`src/rtl/dsed_pkg.sv`:
```
// ----------------------------------------------------------------------------
// dsed_pkg
// Shared constants and types of the delayed slope event detector.
// ----------------------------------------------------------------------------
`default_nettype none

package dsed_pkg;

   // ring depth, a power of two; the delay line holds depth - 1 past samples
   localparam int RING_DEPTH = 32;
   localparam int TAP_W      = $clog2(RING_DEPTH);
   localparam int CELL_COUNT = RING_DEPTH - 1;

   localparam int SAMPLE_W = 16;
   localparam int INDEX_W  = 32;
   localparam int LEN_W    = 16;
   localparam int DELAY_W  = 5;

   localparam logic [DELAY_W-1:0] DELAY_RESET = DELAY_W'(10);
   localparam logic [LEN_W-1:0]   RUN_MAX     = {LEN_W{1'b1}};

   // one detected event
   typedef struct packed {
      logic [INDEX_W-1:0]         sample_index;
      logic [LEN_W-1:0]           run_length;
      logic signed [SAMPLE_W-1:0] start_level;
      logic signed [SAMPLE_W-1:0] end_level;
   } evt_type;

   // run tracker status
   typedef struct packed {
      logic             fill;
      logic             open;
      logic [LEN_W-1:0] count;
   } run_status_type;

endpackage

`default_nettype wire

```
`src/rtl/delayed_slope_event_detector.sv`:
```
// ----------------------------------------------------------------------------
// delayed_slope_event_detector
// Compares each sample with the one taken delay samples earlier and reports
// one event per closed rising run.
// ----------------------------------------------------------------------------
// an event closing a run is registered in the output register or skid entry
// one sample per unstalled cycle; compare and run update are combinational
// behind the delay line of cells, results leave through a two-entry buffer
// req_stall rises only while both buffer entries hold an undelivered item
// reset (synchronous): sample index, run state and buffer cleared, delay 10;
// the delay line is not cleared, its first delay samples only fill it
`default_nettype none

module delayed_slope_event_detector (
   input  wire logic                                  clock,
   input  wire logic                                  reset,
   // configuration
   input  wire logic                                  csr_wr_en,
   input  wire logic [dsed_pkg::DELAY_W-1:0]          csr_wr_data,
   // sample input
   input  wire logic                                  req_valid,
   output logic                                       req_stall,
   input  wire logic signed [dsed_pkg::SAMPLE_W-1:0]  req_sample,
   // event output
   output logic                                       rsp_valid,
   input  wire logic                                  rsp_stall,
   output logic [dsed_pkg::INDEX_W-1:0]               rsp_sample_index,
   output logic [dsed_pkg::LEN_W-1:0]                 rsp_run_length,
   output logic signed [dsed_pkg::SAMPLE_W-1:0]       rsp_start_level,
   output logic signed [dsed_pkg::SAMPLE_W-1:0]       rsp_end_level
);
   import dsed_pkg::*;

   logic [DELAY_W-1:0]         delay_ff, delay_in;
   logic                       accept;
   logic [TAP_W-1:0]           back;
   logic signed [SAMPLE_W-1:0] chain [0:CELL_COUNT];
   logic signed [SAMPLE_W-1:0] taps  [1:CELL_COUNT];
   logic signed [SAMPLE_W-1:0] tap_sel;
   logic signed [SAMPLE_W-1:0] old_sample;
   logic                       evt_valid;
   evt_type                    evt;
   evt_type                    rsp_evt;
   run_status_type             status;
   logic                       buf_full;

   // delay register; the user must write it only while idle, the block does not enforce this
   assign delay_in = csr_wr_en ? csr_wr_data : delay_ff;

   always_ff @(posedge clock) begin
      if (reset) begin
         delay_ff <= DELAY_RESET;
      end else begin
         delay_ff <= delay_in;
      end
   end

   assign req_stall = buf_full;
   assign accept    = req_valid && !req_stall;

   // ring depth is a power of two, so the distance mod depth is the low bits
   assign back = TAP_W'(delay_ff);

   // delay line: cell k holds the sample accepted k items ago
   assign chain[0] = req_sample;

   for (genvar k = 1; k <= CELL_COUNT; k++) begin : g_cell
      dsed_cell u_cell (
         .clock      (clock),
         .shift_en   (accept),
         .cell_index (TAP_W'(k)),
         .back       (back),
         .d_in       (chain[k-1]),
         .d_out      (chain[k]),
         .tap_out    (taps[k])
      );
   end

   // at most one cell drives a non-zero tap
   always_comb begin
      tap_sel = '0;
      for (int k = 1; k <= CELL_COUNT; k++) begin
         tap_sel = tap_sel | taps[k];
      end
   end

   // a distance of zero compares the sample with itself, so it never rises
   assign old_sample = (back == '0) ? req_sample : tap_sel;

   dsed_run u_run (
      .clock      (clock),
      .reset      (reset),
      .accept     (accept),
      .delay      (delay_ff),
      .sample     (req_sample),
      .old_sample (old_sample),
      .evt_valid  (evt_valid),
      .evt        (evt),
      .status     (status)
   );

   dsed_out_buf u_out (
      .clock     (clock),
      .reset     (reset),
      .evt_valid (evt_valid),
      .evt       (evt),
      .rsp_stall (rsp_stall),
      .rsp_valid (rsp_valid),
      .rsp_evt   (rsp_evt),
      .full      (buf_full)
   );

   assign rsp_sample_index = rsp_evt.sample_index;
   assign rsp_run_length   = rsp_evt.run_length;
   assign rsp_start_level  = rsp_evt.start_level;
   assign rsp_end_level    = rsp_evt.end_level;

   // a held skid entry always sits behind a valid output register
   a_skid_behind_out : assert property (@(posedge clock) disable iff (reset)
      req_stall |-> rsp_valid)
      else $error("skid entry held with empty output register");

   // a run is open exactly while its length is non-zero
   a_open_count : assert property (@(posedge clock) disable iff (reset)
      status.open == (status.count != '0))
      else $error("run open flag and run length disagree");

   // fill samples never close a run
   a_no_evt_in_fill : assert property (@(posedge clock) disable iff (reset)
      (accept && status.fill) |-> !evt_valid)
      else $error("event raised during fill");

   // after a new event, the output register holds a valid item next cycle
   a_evt_shown : assert property (@(posedge clock) disable iff (reset)
      evt_valid |=> rsp_valid)
      else $error("event lost on the way to the output");

endmodule

`default_nettype wire

```
`src/rtl/dsed_cell.sv`:
```
// ----------------------------------------------------------------------------
// dsed_cell
// One delay cell: holds a past sample, hands it on and offers it as a tap.
// ----------------------------------------------------------------------------
`default_nettype none

module dsed_cell (
   input  wire logic                                  clock,
   input  wire logic                                  shift_en,
   input  wire logic [dsed_pkg::TAP_W-1:0]            cell_index,
   input  wire logic [dsed_pkg::TAP_W-1:0]            back,
   input  wire logic signed [dsed_pkg::SAMPLE_W-1:0]  d_in,
   output logic signed [dsed_pkg::SAMPLE_W-1:0]       d_out,
   output logic signed [dsed_pkg::SAMPLE_W-1:0]       tap_out
);
   import dsed_pkg::*;

   logic signed [SAMPLE_W-1:0] data_ff;
   logic signed [SAMPLE_W-1:0] data_in;

   assign data_in = shift_en ? d_in : data_ff;

   always_ff @(posedge clock) begin
      data_ff <= data_in;
   end

   assign d_out   = data_ff;
   // only the cell at the selected distance drives its sample
   assign tap_out = (cell_index == back) ? data_ff : '0;

endmodule

`default_nettype wire

```
`src/rtl/dsed_run.sv`:
```
// ----------------------------------------------------------------------------
// dsed_run
// Sample counter and run tracker; flags an event when a run closes.
// ----------------------------------------------------------------------------
`default_nettype none

module dsed_run (
   input  wire logic                                  clock,
   input  wire logic                                  reset,
   input  wire logic                                  accept,
   input  wire logic [dsed_pkg::DELAY_W-1:0]          delay,
   input  wire logic signed [dsed_pkg::SAMPLE_W-1:0]  sample,
   input  wire logic signed [dsed_pkg::SAMPLE_W-1:0]  old_sample,
   output logic                                       evt_valid,
   output dsed_pkg::evt_type                          evt,
   output dsed_pkg::run_status_type                   status
);
   import dsed_pkg::*;

   logic [INDEX_W-1:0]         count_ff,  count_in;
   logic [LEN_W-1:0]           run_ff,    run_in;
   logic signed [SAMPLE_W-1:0] start_ff,  start_in;
   logic                       open_ff,   open_in;
   logic                       fill;
   logic                       rise;

   assign fill = count_ff < INDEX_W'(delay);
   assign rise = sample > old_sample;

   always_comb begin
      count_in  = count_ff;
      run_in    = run_ff;
      start_in  = start_ff;
      open_in   = open_ff;
      evt_valid = 1'b0;
      if (accept) begin
         count_in = count_ff + INDEX_W'(1);
         if (!fill) begin
            if (rise) begin
               if (run_ff == '0) begin
                  start_in = sample;
                  open_in  = 1'b1;
               end
               if (run_ff != RUN_MAX) begin
                  run_in = run_ff + LEN_W'(1);
               end
            end else if (open_ff) begin
               evt_valid = 1'b1;
               run_in    = '0;
               start_in  = '0;
               open_in   = 1'b0;
            end
         end
      end
   end

   always_ff @(posedge clock) begin
      if (reset) begin
         count_ff <= '0;
         run_ff   <= '0;
         start_ff <= '0;
         open_ff  <= 1'b0;
      end else begin
         count_ff <= count_in;
         run_ff   <= run_in;
         start_ff <= start_in;
         open_ff  <= open_in;
      end
   end

   assign evt.sample_index = count_ff;
   assign evt.run_length   = run_ff;
   assign evt.start_level  = start_ff;
   assign evt.end_level    = sample;

   assign status.fill  = fill;
   assign status.open  = open_ff;
   assign status.count = run_ff;

endmodule

`default_nettype wire

```
`src/rtl/dsed_out_buf.sv`:
```
// ----------------------------------------------------------------------------
// dsed_out_buf
// Output register with a skid entry behind it.
// ----------------------------------------------------------------------------
`default_nettype none

module dsed_out_buf (
   input  wire logic              clock,
   input  wire logic              reset,
   input  wire logic              evt_valid,
   input  dsed_pkg::evt_type      evt,
   input  wire logic              rsp_stall,
   output logic                   rsp_valid,
   output dsed_pkg::evt_type      rsp_evt,
   output logic                   full
);
   import dsed_pkg::*;

   logic    out_valid_ff, out_valid_in;
   logic    skid_valid_ff, skid_valid_in;
   evt_type out_ff, out_in;
   evt_type skid_ff, skid_in;
   logic    take;

   assign take = out_valid_ff && !rsp_stall;

   always_comb begin
      out_valid_in  = out_valid_ff;
      skid_valid_in = skid_valid_ff;
      out_in        = out_ff;
      skid_in       = skid_ff;
      if (skid_valid_ff) begin
         // input is stalled while the skid entry is held
         if (take) begin
            out_in        = skid_ff;
            skid_valid_in = 1'b0;
         end
      end else if (evt_valid) begin
         if (!out_valid_ff || take) begin
            out_in       = evt;
            out_valid_in = 1'b1;
         end else begin
            skid_in       = evt;
            skid_valid_in = 1'b1;
         end
      end else if (take) begin
         out_valid_in = 1'b0;
      end
   end

   always_ff @(posedge clock) begin
      if (reset) begin
         out_valid_ff  <= 1'b0;
         skid_valid_ff <= 1'b0;
      end else begin
         out_valid_ff  <= out_valid_in;
         skid_valid_ff <= skid_valid_in;
      end
      out_ff  <= out_in;
      skid_ff <= skid_in;
   end

   assign rsp_valid = out_valid_ff;
   assign rsp_evt   = out_ff;
   assign full      = skid_valid_ff;

endmodule

`default_nettype wire
```
`config.mk`:
```
export PLATFORM = sky130hd
export DESIGN_NAME = delayed_slope_event_detector
export DESIGN_NICKNAME = d
export VERILOG_FILES = /design/src/rtl/dsed_pkg.sv /design/src/rtl/delayed_slope_event_detector.sv /design/src/rtl/dsed_cell.sv /design/src/rtl/dsed_run.sv /design/src/rtl/dsed_out_buf.sv
export SDC_FILE = /design/constraint.sdc
export NUM_CORES = 1
export LEC_CHECK = 0
export ABC_AREA = 1
export BUFFER_PORTS_ARGS = -buffer_cell sky130_fd_sc_hd__buf_2
export CORE_UTILIZATION = 55
export CTS_CLUSTER_DIAMETER = 40
export CTS_CLUSTER_SIZE = 20
export DETAILED_ROUTE_END_ITERATION = 12
export GPL_TIMING_DRIVEN = 0
export MAX_ROUTING_LAYER = met4
export PLACE_DENSITY = 0.83
export SLEW_MARGIN = 20
export SYNTH_ARGS = -nofsm -noshare
export SYNTH_HDL_FRONTEND = slang
export SYNTH_SLANG_ARGS = --single-unit
export TNS_END_PERCENT = 50
```
`constraint.sdc`:
```
create_clock -name clock -period 10.76 [get_ports clock]
set_input_delay 2.152 -clock clock [delete_from_list [all_inputs] [get_ports clock]]
set_output_delay 2.152 -clock clock [all_outputs]
set_load 0.05 [all_outputs]
```
==> flow_metrics.tcl <==
set metrics [dict create \
    syn-num-nets 2285 \
    n_fill_cell 3591 \
    synth_area_um2 28600 \
    synthAdderAreaFrac_pct 1.01 \
    first_iter_violations 2733 \
    rsz0062_at_grt "false" \
    critical-path-max-stage-delay_ns 0.76 \
    drcViolationCount 0 \
    vdd_drop_max_uv 135 \
    crit_slowest_cell "clkbuf_1" \
    start_kind "flip-flop" \
    postLayoutSetupSlackWorst_ns 4.81 \
    grt_pass1_wl_um 114000 \
    synth_top_area_share_pct 68.9 \
    hold_violations 0 \
    critPathLaunch "back[2]" \
    cellLeakagePower_nw 12.3 \
    post_cts_resized 0 \
    hold_class "flip-flop to flip-flop" \
    fin_area_um2 33400 \
    grt_pass1_vias 18800 \
    synth_area_leader_cell "edfxtp_1" \
    synth_warnings 0 \
    synth-edff-count 656 \
    cts_sinks 728 \
    async_flop_share_pct 0 \
    synthDistinctLibCells 50 \
    ys_seq_area_share_pct 74.0 \
    crit_family "buffers and inverters" \
    cts_buffers 86 \
    post-route-min-period_ns 5.95 \
    grt_overflow 0 \
    cp_cell_sequence "nand2_1, nor2_1, nand2_1, inv_1, clkbuf_1, a221oi_1, nand3_1, nand3b_1, o21ai_0, ha_1, a21oi_1, o21ai_0, a21oi_1, nand3_1, nand3_2, buf_6, buf_4, nand3_1, inv_4, buf_12" \
    die_y_um 230 \
    slew_headroom_pct 30.5 \
    fin_skew_ns 0.0366 \
    dr.pass1.iters 6 \
    root_buffer "clkbuf_16" \
    grt_max_degree 52 \
    synth_top_family_by_area "simple AND/OR/NAND/NOR gates" \
    worst_pin_slew_ns 1.04 \
    drive_gt1_share_pct 14.3 \
    synth_mux_area_share_pct 0 \
    synth_xor_xnor_area_share_pct 0.582 \
    cts_tree "built" \
    ys_top_cells_by_count "edfxtp_1 (656), nand2_1 (583), inv_1 (137)" \
    arrival_ns 6.26 \
    clk_latency_ns 0.67 \
    hpwl_um 50400 \
    track_usage_pct 29.8 \
    drv_cap 0 \
    ys_ff_latch 728 \
    synthTopCellsByArea "edfxtp_1 (69%), nand2_1 (7.7%), dfxtp_1 (5.0%), nand4_1 (1.9%), inv_1 (1.8%)" \
    stdcell_count 3203 \
    core_area_um2 51300 \
    post-place-cells 3038 \
    ant_nets 0 \
    pre_cts_slack_ns 5.04 \
    vias_per_cell 6.11 \
    placed_cell_area_um2 30300 \
    grt_antenna_before_repair 4 \
    port_buffers 107 \
    initial_utilization_pct 55.7 \
    crit_top_cell "nand3_1" \
    clock.fmax_mhz 168 \
    cts_max_path_buffers 3 \
    htree_num_levels 3 \
    drv_slew 0 \
    critPathBufInv 6 \
    critPathMaxFanout 43 \
    hold_start "u_run.count_ff[11]" \
    dieWidth_um 230 \
    postSynthCellCount 2236 \
    gp_congestion 0.981 \
    setup_viol 0 \
    routed_wl_um 76500 \
    timing.final.crit_share_pct 55.3 \
    wl_per_cell_um 23.9 \
    status "finished, final reports clean" \
    synth_top_flop_cell "edfxtp_1" \
    power_density_nw_per_um2 200 \
    path_clk_slew_ns 0.07 \
    routed-via-count 19600 \
    final_net_count 2495 \
    timing.rr.start "back[2]" \
    required_ns 11.07 \
    yosysMostFrequentCell "edfxtp_1" \
    synth_compound_area_share_pct 6.51 \
    endpoint_kind "flip-flop" \
    ctsHoldBuffers 0 \
    post-cts-setup-buffers 0 \
    synth.avg_cell_area_um2 12.8 \
    die_area_um2 52900 \
    syn_to_final_growth_pct 16.8 \
    io-pin-count 108 \
    worstSetupPathType "flip-flop to flip-flop" \
    r2r_setup_slack_ns 4.81 \
    placementRows 83 \
    synthSimpleGateAreaFrac_pct 14.6 \
]
-- path summary, 6_finish.rpt --
| path | endpoint | depth (start not counted) |
|---|---|---|
| worst max-delay path | u_out.skid_ff[21] | 20 |
| worst max register to register | u_out.skid_ff[21] | 20 |
| worst min-delay path | u_out.skid_ff[59] | 0 |
| worst min register to register | u_out.skid_ff[59] | 0 |
-- layer usage --
metal	wire length (µm)	share of wire, %	global-route usage (%)	vias up
li1	-	-	-	8512
met1	29100	38	39.9	9469
met2	35300	46	44.5	1394
met3	9370	12	7.09	210
met4	2770	3.6	10.9	0
met5	0	0	-	-
-- kinds of logic (layout without fill, tap and decap cells) --
logic type	after synthesis	count (layout)
simple gates	949	949
compound gates	295	295
fa+ha+maj	23	23
xor+xnor	19	19
flops	728	728
buf+inv	222	505
other cells	0	4
-- sequential cells by signal (all words and copies together), names as in the netlist --
register / cells
u_run.run_ff: 16
back: 5
u_run.open_ff: 1
u_run.start_ff: 16
g_cell.u_cell.d_out: 496
u_out.rsp_evt: 80
u_out.full: 1
u_out.rsp_valid: 1
u_run.count_ff: 32
u_out.skid_ff: 80
-- cell usage in the layout (no fill, tap or decap), types with 14 or more instances in the layout --
cell | Yosys | final
edfxtp_1 | 656 | 656
clkbuf_16 | 0 | 91
nand2_1 | 583 | 583
nand3_1 | 90 | 90
buf_2 | 32 | 139
nand4_1 | 86 | 86
ha_1 | 23 | 23
inv_1 | 137 | 136
clkbuf_1 | 35 | 38
xor2_1 | 18 | 18
o21ai_0 | 90 | 89
dfxtp_1 | 72 | 72
nor3_1 | 28 | 28
clkinv_8 | 0 | 14
a22oi_1 | 28 | 28
nor2_1 | 112 | 112
a22o_1 | 49 | 49
a21oi_1 | 87 | 87
a221oi_1 | 14 | 14
nor4_1 | 16 | 16
-- metrics by stage --
stage	power, mW	hold slack, ns	util (%)	TNS, ns
2_1_floorplan	3.53	0.406	-	0
3_3_place_gp	3.66	0.413	58.4	-214.53
3_5_place_dp	3.67	0.416	59.1	0
4_1_cts	6.67	0.421	65.1	0
5_1_grt	6.83	0.433	65.1	0
6_report	6.67	0.423	65.1	0
-- cell type report --
class	count	area [µm²]	share of cell area, %
well taps	680	851	2.55
multi-input cells	1286	6510	19.5
repair buffers	122	866	2.59
flip-flops and latches	728	21100	63.3
clock buffers	98	2340	7.02
inverters	144	546	1.63
diodes	4	10.0	0.0300
clock inverters	63	729	2.18
plain buffers	78	397	1.19
-- power breakdown --
group	total [mW]	internal, mW	switching (mW)
registers	3.27	3.20	0.0649
clock network	3.04	1.72	1.32
logic	0.361	0.101	0.260
total	6.67	5.02	1.65
Note: power is estimated with default switching activity, not from simulation.
